**src/rtl/core/mwfw_pkg.sv**
```systemverilog
// Package of the maze walker: cell and direction codes, item kinds,
// controller states and the command and status structs. No dependencies.
package mwfw_pkg;

  localparam int GRID_ROWS_DEF = 32;
  localparam int GRID_COLS_DEF = 32;

  localparam logic [1:0] CELL_OPEN    = 2'd0;
  localparam logic [1:0] CELL_WALL    = 2'd1;
  localparam logic [1:0] CELL_FINISH  = 2'd2;
  localparam logic [1:0] CELL_VISITED = 2'd3;

  typedef enum logic [1:0] {
    KIND_WRITE = 2'd0,
    KIND_START = 2'd1,
    KIND_STEP  = 2'd2,
    KIND_READ  = 2'd3
  } kind_t;

  typedef enum logic [1:0] {
    DIR_EAST  = 2'd0,
    DIR_SOUTH = 2'd1,
    DIR_WEST  = 2'd2,
    DIR_NORTH = 2'd3
  } dir_t;

  typedef enum logic [1:0] {
    TURN_AHEAD = 2'd0,
    TURN_RIGHT = 2'd1,
    TURN_BACK  = 2'd2,
    TURN_LEFT  = 2'd3
  } turn_t;

  typedef enum logic [2:0] {
    ST_CLEAR,
    ST_IDLE,
    ST_DISPATCH,
    ST_AHEAD,
    ST_RIGHT,
    ST_LEFT,
    ST_RESULT
  } state_t;

  typedef struct packed {
    logic  latch;
    logic  clr_wr;
    logic  cell_wr;
    logic  start_set;
    logic  rd_item;
    logic  rd_nbr;
    logic  move;
    logic  turn;
    logic  set_fin;
    logic  save_ahead;
    logic  out_load;
    turn_t rel;
  } cmd_t;

  typedef struct packed {
    kind_t      kind;
    logic       finished;
    logic       clr_last;
    logic [1:0] rd_code;
    logic [1:0] ahead_code;
  } sts_t;

endpackage

```
**src/rtl/core/mwfw_ctrl.sv**
```systemverilog
// Controller of the maze walker: sequences the clearing pass, item dispatch
// and the steps of one walk. Depends on mwfw_pkg.
module mwfw_ctrl (
  input  logic          clk,
  input  logic          rst_n,
  input  logic          in_valid,
  output logic          in_ready,
  output logic          out_valid,
  input  logic          out_ready,
  input  mwfw_pkg::sts_t sts,
  output mwfw_pkg::cmd_t cmd
);
  import mwfw_pkg::*;

  state_t state_r, state_nxt;
  logic   out_valid_r, out_valid_nxt;

  always_ff @(posedge clk) begin
    if (!rst_n) begin
      state_r     <= ST_CLEAR;
      out_valid_r <= 1'b0;
    end else begin
      state_r     <= state_nxt;
      out_valid_r <= out_valid_nxt;
    end
  end

  always_comb begin
    state_nxt     = state_r;
    cmd           = '0;
    in_ready      = 1'b0;
    out_valid_nxt = out_valid_r && !out_ready;
    case (state_r)
      ST_CLEAR: begin
        cmd.clr_wr = 1'b1;
        if (sts.clr_last) begin
          state_nxt = ST_IDLE;
        end
      end
      ST_IDLE: begin
        in_ready = 1'b1;
        if (in_valid) begin
          cmd.latch = 1'b1;
          state_nxt = ST_DISPATCH;
        end
      end
      ST_DISPATCH: begin
        state_nxt = ST_RESULT;
        case (sts.kind)
          KIND_WRITE: cmd.cell_wr = 1'b1;
          KIND_START: cmd.start_set = 1'b1;
          KIND_READ:  cmd.rd_item = 1'b1;
          KIND_STEP: begin
            if (!sts.finished) begin
              cmd.rd_nbr = 1'b1;
              cmd.rel    = TURN_AHEAD;
              state_nxt  = ST_AHEAD;
            end
          end
          default: state_nxt = ST_RESULT;
        endcase
      end
      ST_AHEAD: begin
        if (sts.rd_code == CELL_FINISH) begin
          cmd.set_fin = 1'b1;
          state_nxt   = ST_RESULT;
        end else begin
          cmd.save_ahead = 1'b1;
          cmd.rd_nbr     = 1'b1;
          cmd.rel        = TURN_RIGHT;
          state_nxt      = ST_RIGHT;
        end
      end
      ST_RIGHT: begin
        if (sts.rd_code != CELL_WALL) begin
          cmd.move  = 1'b1;
          cmd.turn  = 1'b1;
          cmd.rel   = TURN_RIGHT;
          state_nxt = ST_RESULT;
        end else if (sts.ahead_code != CELL_WALL) begin
          cmd.move  = 1'b1;
          cmd.rel   = TURN_AHEAD;
          state_nxt = ST_RESULT;
        end else begin
          cmd.rd_nbr = 1'b1;
          cmd.rel    = TURN_LEFT;
          state_nxt  = ST_LEFT;
        end
      end
      ST_LEFT: begin
        cmd.turn  = 1'b1;
        cmd.rel   = (sts.rd_code != CELL_WALL) ? TURN_LEFT : TURN_BACK;
        state_nxt = ST_RESULT;
      end
      ST_RESULT: begin
        if (!out_valid_r || out_ready) begin
          cmd.out_load  = 1'b1;
          out_valid_nxt = 1'b1;
          state_nxt     = ST_IDLE;
        end
      end
      default: state_nxt = ST_CLEAR;
    endcase
  end

  assign out_valid = out_valid_r;

endmodule

```
**src/rtl/core/mwfw_dpath.sv**
```systemverilog
// Datapath of the maze walker: grid memory, walker position and heading,
// neighbor addressing and the result register. Depends on mwfw_pkg.
module mwfw_dpath #(
  parameter int GRID_ROWS = mwfw_pkg::GRID_ROWS_DEF,
  parameter int GRID_COLS = mwfw_pkg::GRID_COLS_DEF
) (
  input  logic           clk,
  input  logic           rst_n,
  input  mwfw_pkg::cmd_t cmd,
  output mwfw_pkg::sts_t sts,
  input  logic [1:0]     in_kind,
  input  logic [4:0]     in_row,
  input  logic [4:0]     in_col,
  input  logic [1:0]     in_cell_code,
  output logic [4:0]     out_pos_row,
  output logic [4:0]     out_pos_col,
  output logic [1:0]     out_heading,
  output logic           out_moved,
  output logic           out_done_res,
  output logic [1:0]     out_read_code
);
  import mwfw_pkg::*;

  localparam int RW    = $clog2(GRID_ROWS);
  localparam int CW    = $clog2(GRID_COLS);
  localparam int AW    = RW + CW;
  localparam int DEPTH = 1 << AW;
  localparam logic [RW-1:0] LAST_ROW = RW'(GRID_ROWS - 1);
  localparam logic [CW-1:0] LAST_COL = CW'(GRID_COLS - 1);

  logic [1:0] mem [DEPTH];

  kind_t         kind_r, kind_nxt;
  logic [4:0]    row_r, row_nxt;
  logic [4:0]    col_r, col_nxt;
  logic [1:0]    code_r, code_nxt;
  logic [RW-1:0] walker_row_r, walker_row_nxt;
  logic [CW-1:0] walker_col_r, walker_col_nxt;
  dir_t          heading_r, heading_nxt;
  logic          finished_r, finished_nxt;
  logic          moved_r, moved_nxt;
  logic [1:0]    ahead_r, ahead_nxt;
  logic [AW-1:0] clr_cnt_r, clr_cnt_nxt;
  logic [1:0]    rd_data_r;
  logic          rd_oob_r;

  logic [4:0]    out_pos_row_r, out_pos_col_r;
  logic [1:0]    out_heading_r, out_read_code_r;
  logic          out_moved_r, out_done_res_r;

  logic [RW+4:0] item_row_ext;
  logic [CW+4:0] item_col_ext;
  logic [RW+4:0] walker_row_ext;
  logic [CW+4:0] walker_col_ext;
  logic [RW-1:0] item_row;
  logic [CW-1:0] item_col;
  logic          in_grid;
  dir_t          dir;
  logic [RW-1:0] nbr_row;
  logic [CW-1:0] nbr_col;
  logic          nbr_oob;
  logic [1:0]    rd_code;
  logic          mem_we;
  logic [AW-1:0] mem_waddr;
  logic [1:0]    mem_wdata;
  logic [AW-1:0] mem_raddr;

  always_comb begin
    item_row_ext   = {{RW{1'b0}}, row_r};
    item_col_ext   = {{CW{1'b0}}, col_r};
    walker_row_ext = {5'b0, walker_row_r};
    walker_col_ext = {5'b0, walker_col_r};
    item_row       = item_row_ext[RW-1:0];
    item_col       = item_col_ext[CW-1:0];
    in_grid        = (32'(row_r) < GRID_ROWS) && (32'(col_r) < GRID_COLS);
    rd_code        = rd_oob_r ? CELL_WALL : rd_data_r;
    dir            = dir_t'(2'(heading_r + cmd.rel));

    nbr_row = walker_row_r;
    nbr_col = walker_col_r;
    nbr_oob = 1'b0;
    case (dir)
      DIR_EAST: begin
        if (walker_col_r == LAST_COL) nbr_oob = 1'b1;
        else nbr_col = walker_col_r + 1'b1;
      end
      DIR_SOUTH: begin
        if (walker_row_r == LAST_ROW) nbr_oob = 1'b1;
        else nbr_row = walker_row_r + 1'b1;
      end
      DIR_WEST: begin
        if (walker_col_r == '0) nbr_oob = 1'b1;
        else nbr_col = walker_col_r - 1'b1;
      end
      DIR_NORTH: begin
        if (walker_row_r == '0) nbr_oob = 1'b1;
        else nbr_row = walker_row_r - 1'b1;
      end
      default: nbr_oob = 1'b1;
    endcase

    mem_we    = cmd.clr_wr || (cmd.cell_wr && in_grid) || cmd.move;
    mem_waddr = {item_row, item_col};
    mem_wdata = code_r;
    if (cmd.clr_wr) begin
      mem_waddr = clr_cnt_r;
      mem_wdata = CELL_OPEN;
    end else if (cmd.move) begin
      mem_waddr = {walker_row_r, walker_col_r};
      mem_wdata = CELL_VISITED;
    end
    mem_raddr = cmd.rd_item ? {item_row, item_col} : {nbr_row, nbr_col};
  end

  always_comb begin
    kind_nxt       = kind_r;
    row_nxt        = row_r;
    col_nxt        = col_r;
    code_nxt       = code_r;
    walker_row_nxt = walker_row_r;
    walker_col_nxt = walker_col_r;
    heading_nxt    = heading_r;
    finished_nxt   = finished_r;
    moved_nxt      = moved_r;
    ahead_nxt      = ahead_r;
    clr_cnt_nxt    = clr_cnt_r;
    if (cmd.latch) begin
      kind_nxt  = kind_t'(in_kind);
      row_nxt   = in_row;
      col_nxt   = in_col;
      code_nxt  = in_cell_code;
      moved_nxt = 1'b0;
    end
    if (cmd.clr_wr) begin
      clr_cnt_nxt = clr_cnt_r + 1'b1;
    end
    if (cmd.start_set && in_grid) begin
      walker_row_nxt = item_row;
      walker_col_nxt = item_col;
      heading_nxt    = DIR_EAST;
      finished_nxt   = 1'b0;
    end
    if (cmd.move) begin
      walker_row_nxt = nbr_row;
      walker_col_nxt = nbr_col;
      moved_nxt      = 1'b1;
      if (rd_code == CELL_FINISH) finished_nxt = 1'b1;
    end
    if (cmd.turn) begin
      heading_nxt = dir;
    end
    if (cmd.set_fin) begin
      finished_nxt = 1'b1;
    end
    if (cmd.save_ahead) begin
      ahead_nxt = rd_code;
    end
  end

  always_ff @(posedge clk) begin
    if (!rst_n) begin
      walker_row_r <= '0;
      walker_col_r <= '0;
      heading_r    <= DIR_EAST;
      finished_r   <= 1'b0;
      clr_cnt_r    <= '0;
    end else begin
      walker_row_r <= walker_row_nxt;
      walker_col_r <= walker_col_nxt;
      heading_r    <= heading_nxt;
      finished_r   <= finished_nxt;
      clr_cnt_r    <= clr_cnt_nxt;
    end
  end

  always_ff @(posedge clk) begin
    kind_r  <= kind_nxt;
    row_r   <= row_nxt;
    col_r   <= col_nxt;
    code_r  <= code_nxt;
    moved_r <= moved_nxt;
    ahead_r <= ahead_nxt;
  end

  always_ff @(posedge clk) begin
    if (mem_we) begin
      mem[mem_waddr] <= mem_wdata;
    end
    if (cmd.rd_item || cmd.rd_nbr) begin
      rd_data_r <= mem[mem_raddr];
      rd_oob_r  <= cmd.rd_item ? !in_grid : nbr_oob;
    end
  end

  always_ff @(posedge clk) begin
    if (cmd.out_load) begin
      out_pos_row_r   <= walker_row_ext[4:0];
      out_pos_col_r   <= walker_col_ext[4:0];
      out_heading_r   <= heading_r;
      out_moved_r     <= moved_r;
      out_done_res_r  <= finished_r;
      out_read_code_r <= (kind_r == KIND_READ) ? rd_code : CELL_OPEN;
    end
  end

  always_comb begin
    sts.kind       = kind_r;
    sts.finished   = finished_r;
    sts.clr_last   = (clr_cnt_r == '1);
    sts.rd_code    = rd_code;
    sts.ahead_code = ahead_r;
  end

  assign out_pos_row   = out_pos_row_r;
  assign out_pos_col   = out_pos_col_r;
  assign out_heading   = out_heading_r;
  assign out_moved     = out_moved_r;
  assign out_done_res  = out_done_res_r;
  assign out_read_code = out_read_code_r;

endmodule

```
**src/rtl/core/maze_wall_follower_walker.sv**
```systemverilog
// Top level of the right-hand wall-following maze walker.
// Instantiates mwfw_ctrl and mwfw_dpath; depends on mwfw_pkg.
//
// The block works on one item at a time on a single-port grid memory whose
// read data is registered. After reset it clears all 2**(clog2(GRID_ROWS) +
// clog2(GRID_COLS)) grid cells (1024 at the default 32 by 32 grid), one cell
// per cycle, and takes no item until that pass is over. Then a write, start or
// read item passes through the dispatch and result states. A step reads the
// cell ahead, then the cell to the right, then the cell to the left from the
// grid memory, one state for each, and stops reading once the walk is finished,
// the finish lies ahead or the walker can move. A result that is not taken
// holds the block in its result state until it is.
module maze_wall_follower_walker #(
  parameter int GRID_ROWS = mwfw_pkg::GRID_ROWS_DEF,
  parameter int GRID_COLS = mwfw_pkg::GRID_COLS_DEF
) (
  input  logic       clk,
  input  logic       rst_n,
  input  logic       in_valid,
  output logic       in_ready,
  input  logic [1:0] in_kind,
  input  logic [4:0] in_row,
  input  logic [4:0] in_col,
  input  logic [1:0] in_cell_code,
  output logic       out_valid,
  input  logic       out_ready,
  output logic [4:0] out_pos_row,
  output logic [4:0] out_pos_col,
  output logic [1:0] out_heading,
  output logic       out_moved,
  output logic       out_done_res,
  output logic [1:0] out_read_code
);
  import mwfw_pkg::*;

  cmd_t cmd;
  sts_t sts;

  mwfw_ctrl u_ctrl (
    .clk       (clk),
    .rst_n     (rst_n),
    .in_valid  (in_valid),
    .in_ready  (in_ready),
    .out_valid (out_valid),
    .out_ready (out_ready),
    .sts       (sts),
    .cmd       (cmd)
  );

  mwfw_dpath #(
    .GRID_ROWS (GRID_ROWS),
    .GRID_COLS (GRID_COLS)
  ) u_dpath (
    .clk           (clk),
    .rst_n         (rst_n),
    .cmd           (cmd),
    .sts           (sts),
    .in_kind       (in_kind),
    .in_row        (in_row),
    .in_col        (in_col),
    .in_cell_code  (in_cell_code),
    .out_pos_row   (out_pos_row),
    .out_pos_col   (out_pos_col),
    .out_heading   (out_heading),
    .out_moved     (out_moved),
    .out_done_res  (out_done_res),
    .out_read_code (out_read_code)
  );

endmodule

```
**config.mk**
```make
export PLATFORM = sky130hd
export DESIGN_NAME = maze_wall_follower_walker
export DESIGN_NICKNAME = d
export VERILOG_FILES = /design/src/rtl/core/mwfw_pkg.sv /design/src/rtl/core/mwfw_ctrl.sv /design/src/rtl/core/mwfw_dpath.sv /design/src/rtl/core/maze_wall_follower_walker.sv
export SDC_FILE = /design/constraint.sdc
export NUM_CORES = 2
export LEC_CHECK = 0
export BUFFER_PORTS_ARGS = -buffer_cell sky130_fd_sc_hd__buf_2
export CELL_PAD_IN_SITES_DETAIL_PLACEMENT = 1
export CELL_PAD_IN_SITES_GLOBAL_PLACEMENT = 1
export CORE_UTILIZATION = 33
export DETAILED_ROUTE_END_ITERATION = 7
export GPL_TIMING_DRIVEN = 0
export PLACE_DENSITY = 0.62
export SYNTH_ARGS = -nofsm -noshare
export SYNTH_HDL_FRONTEND = slang
export SYNTH_SLANG_ARGS = --single-unit
```
**constraint.sdc**
```tcl
create_clock -name clk -period 33.6 [get_ports clk]
set_input_delay 8.4 -clock clk [delete_from_list [all_inputs] [get_ports clk]]
set_output_delay 8.4 -clock clk [all_outputs]
set_load 0.01 [all_outputs]
```
Yosys cells after proc, flatten, opt, wreduce, memory -nomap -nowiden --
Memories as Yosys holds them, arrays and structs flattened. A register that Yosys moved wholly into a read port is not among the register bits. Index checks and enable logic that the tools add are counted.
Storage, ports and cells: bits in registers 61, memory bits (writable) 2048, input port bits 18, output and inout port bits 18, word-level logic and storage cells 131, memories kept 1
Operators by class: add/subtract/negate cells 6, equality and inequality tests 21, mux-type cells 68, reduce and logical (&&, ||, !) cells 15
Memories:
- u_dpath.mem | depth 1024, width 2, rd ports 1, clocked after Yosys merged registers in 1, wr ports 1, RTL line mwfw_dpath.sv:31 | logic [1:0] mem [DEPTH];
Operator list (number):
- $mux 5 | 8
- $mux 1 | 33
- $mux 10 | 3
- $mux 2 | 11
- $pmux 3 s7 | 1
- $pmux 5 s2 | 2
- $mux 3 | 6
- $add 10x1->10 const B | 1
- $add 5x1->5 const B | 2
- $eq 10x10->1 const B | 1
- $eq 2x2->1 const B | 5
- $eq 5x5->1 const B | 2
- $logic_not 5->1 | 2
- $sub 5x1->5 const B | 2
- $eq 3x3->1 const B | 3
- $eq 3x2->1 const B | 2
- $ne 2x1->1 const B | 3
- $pmux 2 s3 | 1
- $eq 2x1->1 const B | 2
- $logic_not 2->1 | 2
- $logic_or 1x1->1 | 4
- $ne 2x2->1 const B | 2
- $pmux 1 s4 | 1
- $reduce_bool 2->1 | 2
- 8 further kinds | 9

Longest topological paths before layout --
word-level depth 8, depth in mapped cells 25, mapped depth without buffers 18

Hierarchy --
Synthesis repeated with hierarchy kept, for this count alone.
Second synthesis, totals: cell total of the unflattened synthesis 6801, area total of the unflattened synthesis 88284.7 sq um
Modules (own cells, without submodules):
- mwfw_dpath | times used 1, cells an instance 6740, area an instance 87858.0 sq um, sequential area each 63030.5 sq um
- mwfw_ctrl | times used 1, cells an instance 61, area an instance 426.7 sq um, sequential area each 80.1 sq um

Worst setup path before layout --
Ideal clock, no wire load.
kind reg2reg, start reg u_dpath.rd_oob_r, end mem u_dpath.mem[0][0], data pin, setup time 4945 ps, data arrival time 24939 ps, required time 28655 ps, setup slack 3716 ps, cell stages (with the launch flop) 7, path buffers 1, period minus slack after synthesis 29884 ps, path through edfxtp_1 -> or2_2 -> a31oi_1 -> and2_1 -> clkbuf_1 -> nor2_1 -> nor2_1
RTL lines:
- start, declared | RTL line mwfw_dpath.sv:45 | logic rd_oob_r;
- start signal, assigned | RTL line mwfw_dpath.sv:191 | rd_oob_r <= cmd.rd_item ? !in_grid : nbr_oob;
- end, declared | RTL line mwfw_dpath.sv:31

Worst setup path after layout --
start reg u_ctrl.state_r[1], end reg u_dpath.rd_data_r[1], read port of u_dpath.mem, data pin
Between the ends: cells in the longest elaborated chain, start to end 6, elaborated cells on any way between the ends 16, those cells by class add/sub: 1; eq/ne: 7; mux: 6; reduce/logical: 2
RTL lines:
- start, declared | RTL line mwfw_ctrl.sv:15 | state_t state_r, state_nxt;
- start signal, assigned | RTL line mwfw_ctrl.sv:23 | state_r <= state_nxt;
- $eq 3x3->1 / $eq 3x2->1 (equally long branches) | RTL line mwfw_ctrl.sv:33 | case (state_r)
- $pmux 2 s3 | RTL line mwfw_ctrl.sv:33
- $add 2x2->2 | RTL line mwfw_dpath.sv:77 | dir = dir_t'(2'(heading_r + cmd.rel));
- $eq 2x2->1 (tied with other cells) | RTL line mwfw_dpath.sv:82 | case (dir)
- $pmux 5 s2 | RTL line mwfw_dpath.sv:82
- $mux 10 | RTL line mwfw_dpath.sv:112 | mem_raddr = cmd.rd_item ? {item_row, item_col} : {nbr_row, nbr_col};
- end, declared | RTL line mwfw_dpath.sv:44 | logic [1:0] rd_data_r;
Parallel ways exist; a longest one is shown, timed or not. A chain may end at the register's enable or synchronous reset.

==> flow_summary.toml <==
[logic_synthesis]
synth.avg_cell_area_um2 = 12.8
yosys-top-cells-area = "edfxtp_1, nand2_1, nor2_1, mux4_2, nand3_1"
synth_edf_count = 2083
synth-async-reset-ratio = 0
synth-seq-area-share = 0.712
post-synth-top-area-cell = "edfxtp_1"
yosys-top-cells-count = "edfxtp_1, nand2_1, nor2_1, nand3_1, clkbuf_1"
netlist_area_um2 = 88700
synthFlopType = "edfxtp_1"
synthDistinctLibCells = 75
yosysMostFrequentCell = "edfxtp_1"
synth_top_area_share = 0.705
yosys_warnings = 0
ys_ff_latch = 2111
netlist_instances = 6920
synth_nets = 6945

[global_route]
grt_overflow = 0
grt_pass1_wl_um = 581000
grt_pass1_vias = 64715
antenna_found_initial = 67
track_usage = 0.321
grt_max_degree = 50

[setup_path]
cp-end-kind = "flip-flop"
crit_path_start_kind = "flip-flop"
required_ns = 34.14
r2r-start = "u_ctrl.state_r[1]"
crit_type = "reg2reg"
critical_path_peak_fanout = 10
r2r-end = "u_dpath.rd_data_r[1]"
rrSetupSlack_ns = 21.71
reg2regPathDepth = 23
cp.arrival_ns = 12.42
crit_end = "u_dpath.rd_data_r[1]"
critPathLaunch = "u_ctrl.state_r[1]"

[timing]
timing_hold_violations_final = 0
finClkSkew_ns = 0.125
rsz0062_at_grt = "false"
max_freq_mhz = 84.1
slew_headroom = -0.128
final.min_clock_period_ns = 11.89
tightest_slew_ns = 1.69
fin_crit_sh = 0.354
setup_viol = 0
drv_slew = 214
tns_ns = 0

[die]
rows = 189
die_w_um = 520
die_h_um = 520
die_area_um2 = 271000
start_util = 0.333
io_pins = 36
core_area_um2 = 266000

[flow_run]
max-cap-violations = 25

[clock_network]
cts_tree = "built"
cts.sinks = 2111
htreeDepth = 4
cts_setup_buffers = 0
root_buffer = "clkbuf_16"
cts_hold_buf = 0
clk_latency_ns = 0.96
cts_buffers = 223
clockBufferDepth = 4
postCtsResizedCells = 0
cts.clk_slew.worst_paths_ns = 0.06

[route]
wl_per_cell_um = 40.5
drt_iter0_drc = 13573
drc = 0
wl_um = 445000
via_count = 68228
via_per_inst = 6.21
firstDrtPassIters = 6
ant_nets = 0

[power_and_ir_drop]
p_leak_uw = 0.0331
peakVddDrop_uv = 78.7
powerDensity_nw_per_um2 = 100

[final_layout]
fin_cells = 10982
stdcell_area_um2 = 102000
drive_gt1_frac = 0.113
area_growth_syn_to_layout_pct = 15.1
nets = 7282
fillerInstances = 28166

[status]
violations = "max-capacitance violations, max-slew violations"
status = "complete, but fails checks"

[hold_path]
hold_depth = 0
worstHoldPathType = "reg2reg"

[placed_design]
place_area_um2 = 95000
place.gp.congestion = 1.02
dpl.hpwl_um = 309000
io_buffers = 35
dp_cells = 10565
layer usage:
| metal | global-route usage | share of wire |
|---|---|---|
| met5 | 0 | 0.00075 |
| met4 | 0.190 | 0.068 |
| met3 | 0.117 | 0.15 |
| met2 | 0.460 | 0.42 |
| met1 | 0.414 | 0.36 |
cells in the final DEF (no fill, tap or decap), types with 9 or more instances in the layout:
master and count:
buf_2 181, mux4_2 164, clkinv_2 50, buf_8 13
nand2_1 1398, a21oi_1 141, buf_16 11, buf_1 93
a22oi_1 11, nor4_1 20, a311oi_1 18, o22ai_1 19
mux2i_1 199, clkbuf_1 256, a31oi_1 55, buf_12 51
buf_4 20, a32oi_1 31, nor3_1 30, clkbuf_2 39
o21ai_0 39, dfxtp_1 28, clkbuf_16 225, nand4_1 37
nand3_1 728, a221oi_1 13, edfxtp_1 2083, diode_2 22
and2_1 19, nor2_1 1121, clkinv_1 46, and3_1 42
bufinv_16 22, inv_1 14, a211oi_1 17, mux2_2 9
state kept, by name (all words and copies together) (netlist names), 2 cells and up:
signal,cells
u_dpath.out_pos_row,5
u_dpath.ahead_r,2
u_dpath.kind_r,2
u_dpath.rd_data_r,2
u_dpath.out_read_code,2
u_dpath.item_row,5
u_dpath.walker_row_r,5
u_ctrl.state_r,3
u_dpath.walker_col_r,5
u_dpath.mem,2048
u_dpath.clr_cnt_r,10
u_dpath.out_heading,2
u_dpath.heading_r,2
u_dpath.col_r,5
u_dpath.out_pos_col,5
u_dpath.code_r,2
area by class of cell:
class | count | area (µm²) | area share
inverters | 14 | 52.6 | 0.000515
flip-flops and latches | 2111 | 63100 | 0.619
repair buffers | 112 | 1690 | 0.0166
clock buffers | 262 | 5770 | 0.0565
well taps | 3533 | 4420 | 0.0433
plain buffers | 523 | 2340 | 0.0229
multi-input cells | 4272 | 23400 | 0.229
clock inverters | 133 | 1230 | 0.0121
diodes | 22 | 55.1 | 0.000540
worst max-delay path: stages (launching register included):
cell and delay [ns]:
dfxtp_1 0.35, clkbuf_1 0.35, inv_1 0.10, nor2_1 0.23, nand2_1 0.14, o21ai_0 0.44
ha_1 0.20, clkbuf_1 0.32, nor2b_1 0.13, or2_2 0.30, a21oi_1 0.21, mux2i_1 0.44
nand2_1 0.30, clkbuf_1 0.81, buf_1 1.04, buf_1 0.94, clkbuf_1 0.70, clkbuf_2 0.86
nand2_1 0.14, a31oi_1 1.22, nand3_1 0.70, nand4_1 0.38, nand4_1 0.35, a31oi_1 0.83
metrics by stage:
| step | hold WS (ns) | power (µW) | util | worst slack (ns) |
|---|---|---|---|---|
| 3_3_place_gp | 0.417 | 8210 | 0.350 | -25.22 |
| 3_5_place_dp | 0.432 | 7500 | 0.357 | 22.61 |
| 4_1_cts | 0.455 | 9930 | 0.383 | 22.55 |
| 6_report | 0.448 | 10200 | 0.383 | 21.71 |
| 2_1_floorplan | 0.406 | 5510 | - | 3.72 |
| 5_1_grt | 0.469 | 10200 | 0.383 | 22.02 |
worst min-delay path by stage:
stage	from	endpoint	slack, ns
after floorplan	u_dpath.walker_col_r[4]	u_dpath.out_pos_col[4]	0.41
after global placement	u_dpath.moved_r	u_dpath.out_moved	0.42
after detailed placement	u_dpath.moved_r	u_dpath.out_moved	0.43
after CTS	u_dpath.moved_r	u_dpath.out_moved	0.46
after global routing	u_dpath.moved_r	u_dpath.out_moved	0.47
final	u_dpath.moved_r	u_dpath.out_moved	0.45
where the power goes:
group	internal [µW]	switching, µW
Sequential	3260	15.1
Clock	1390	1110
Combinational	906	3550
Total	5550	4670
logic make-up (layout without fill, tap and decap cells):
family / after synthesis / count (layout) / synth area share
mux: 377 / 377 / 0.0663
compound gates: 428 / 428 / 0.0318
simple gates: 3447 / 3447 / 0.162
other cells: 0 / 22 / 0
flops: 2111 / 2111 / 0.712
xor+xnor: 13 / 13 / 0.00158
fa+ha+maj: 7 / 7 / 0.000988
buf+inv: 537 / 1044 / 0.0260
No activity file was read; power rests on OpenSTA's default activity.
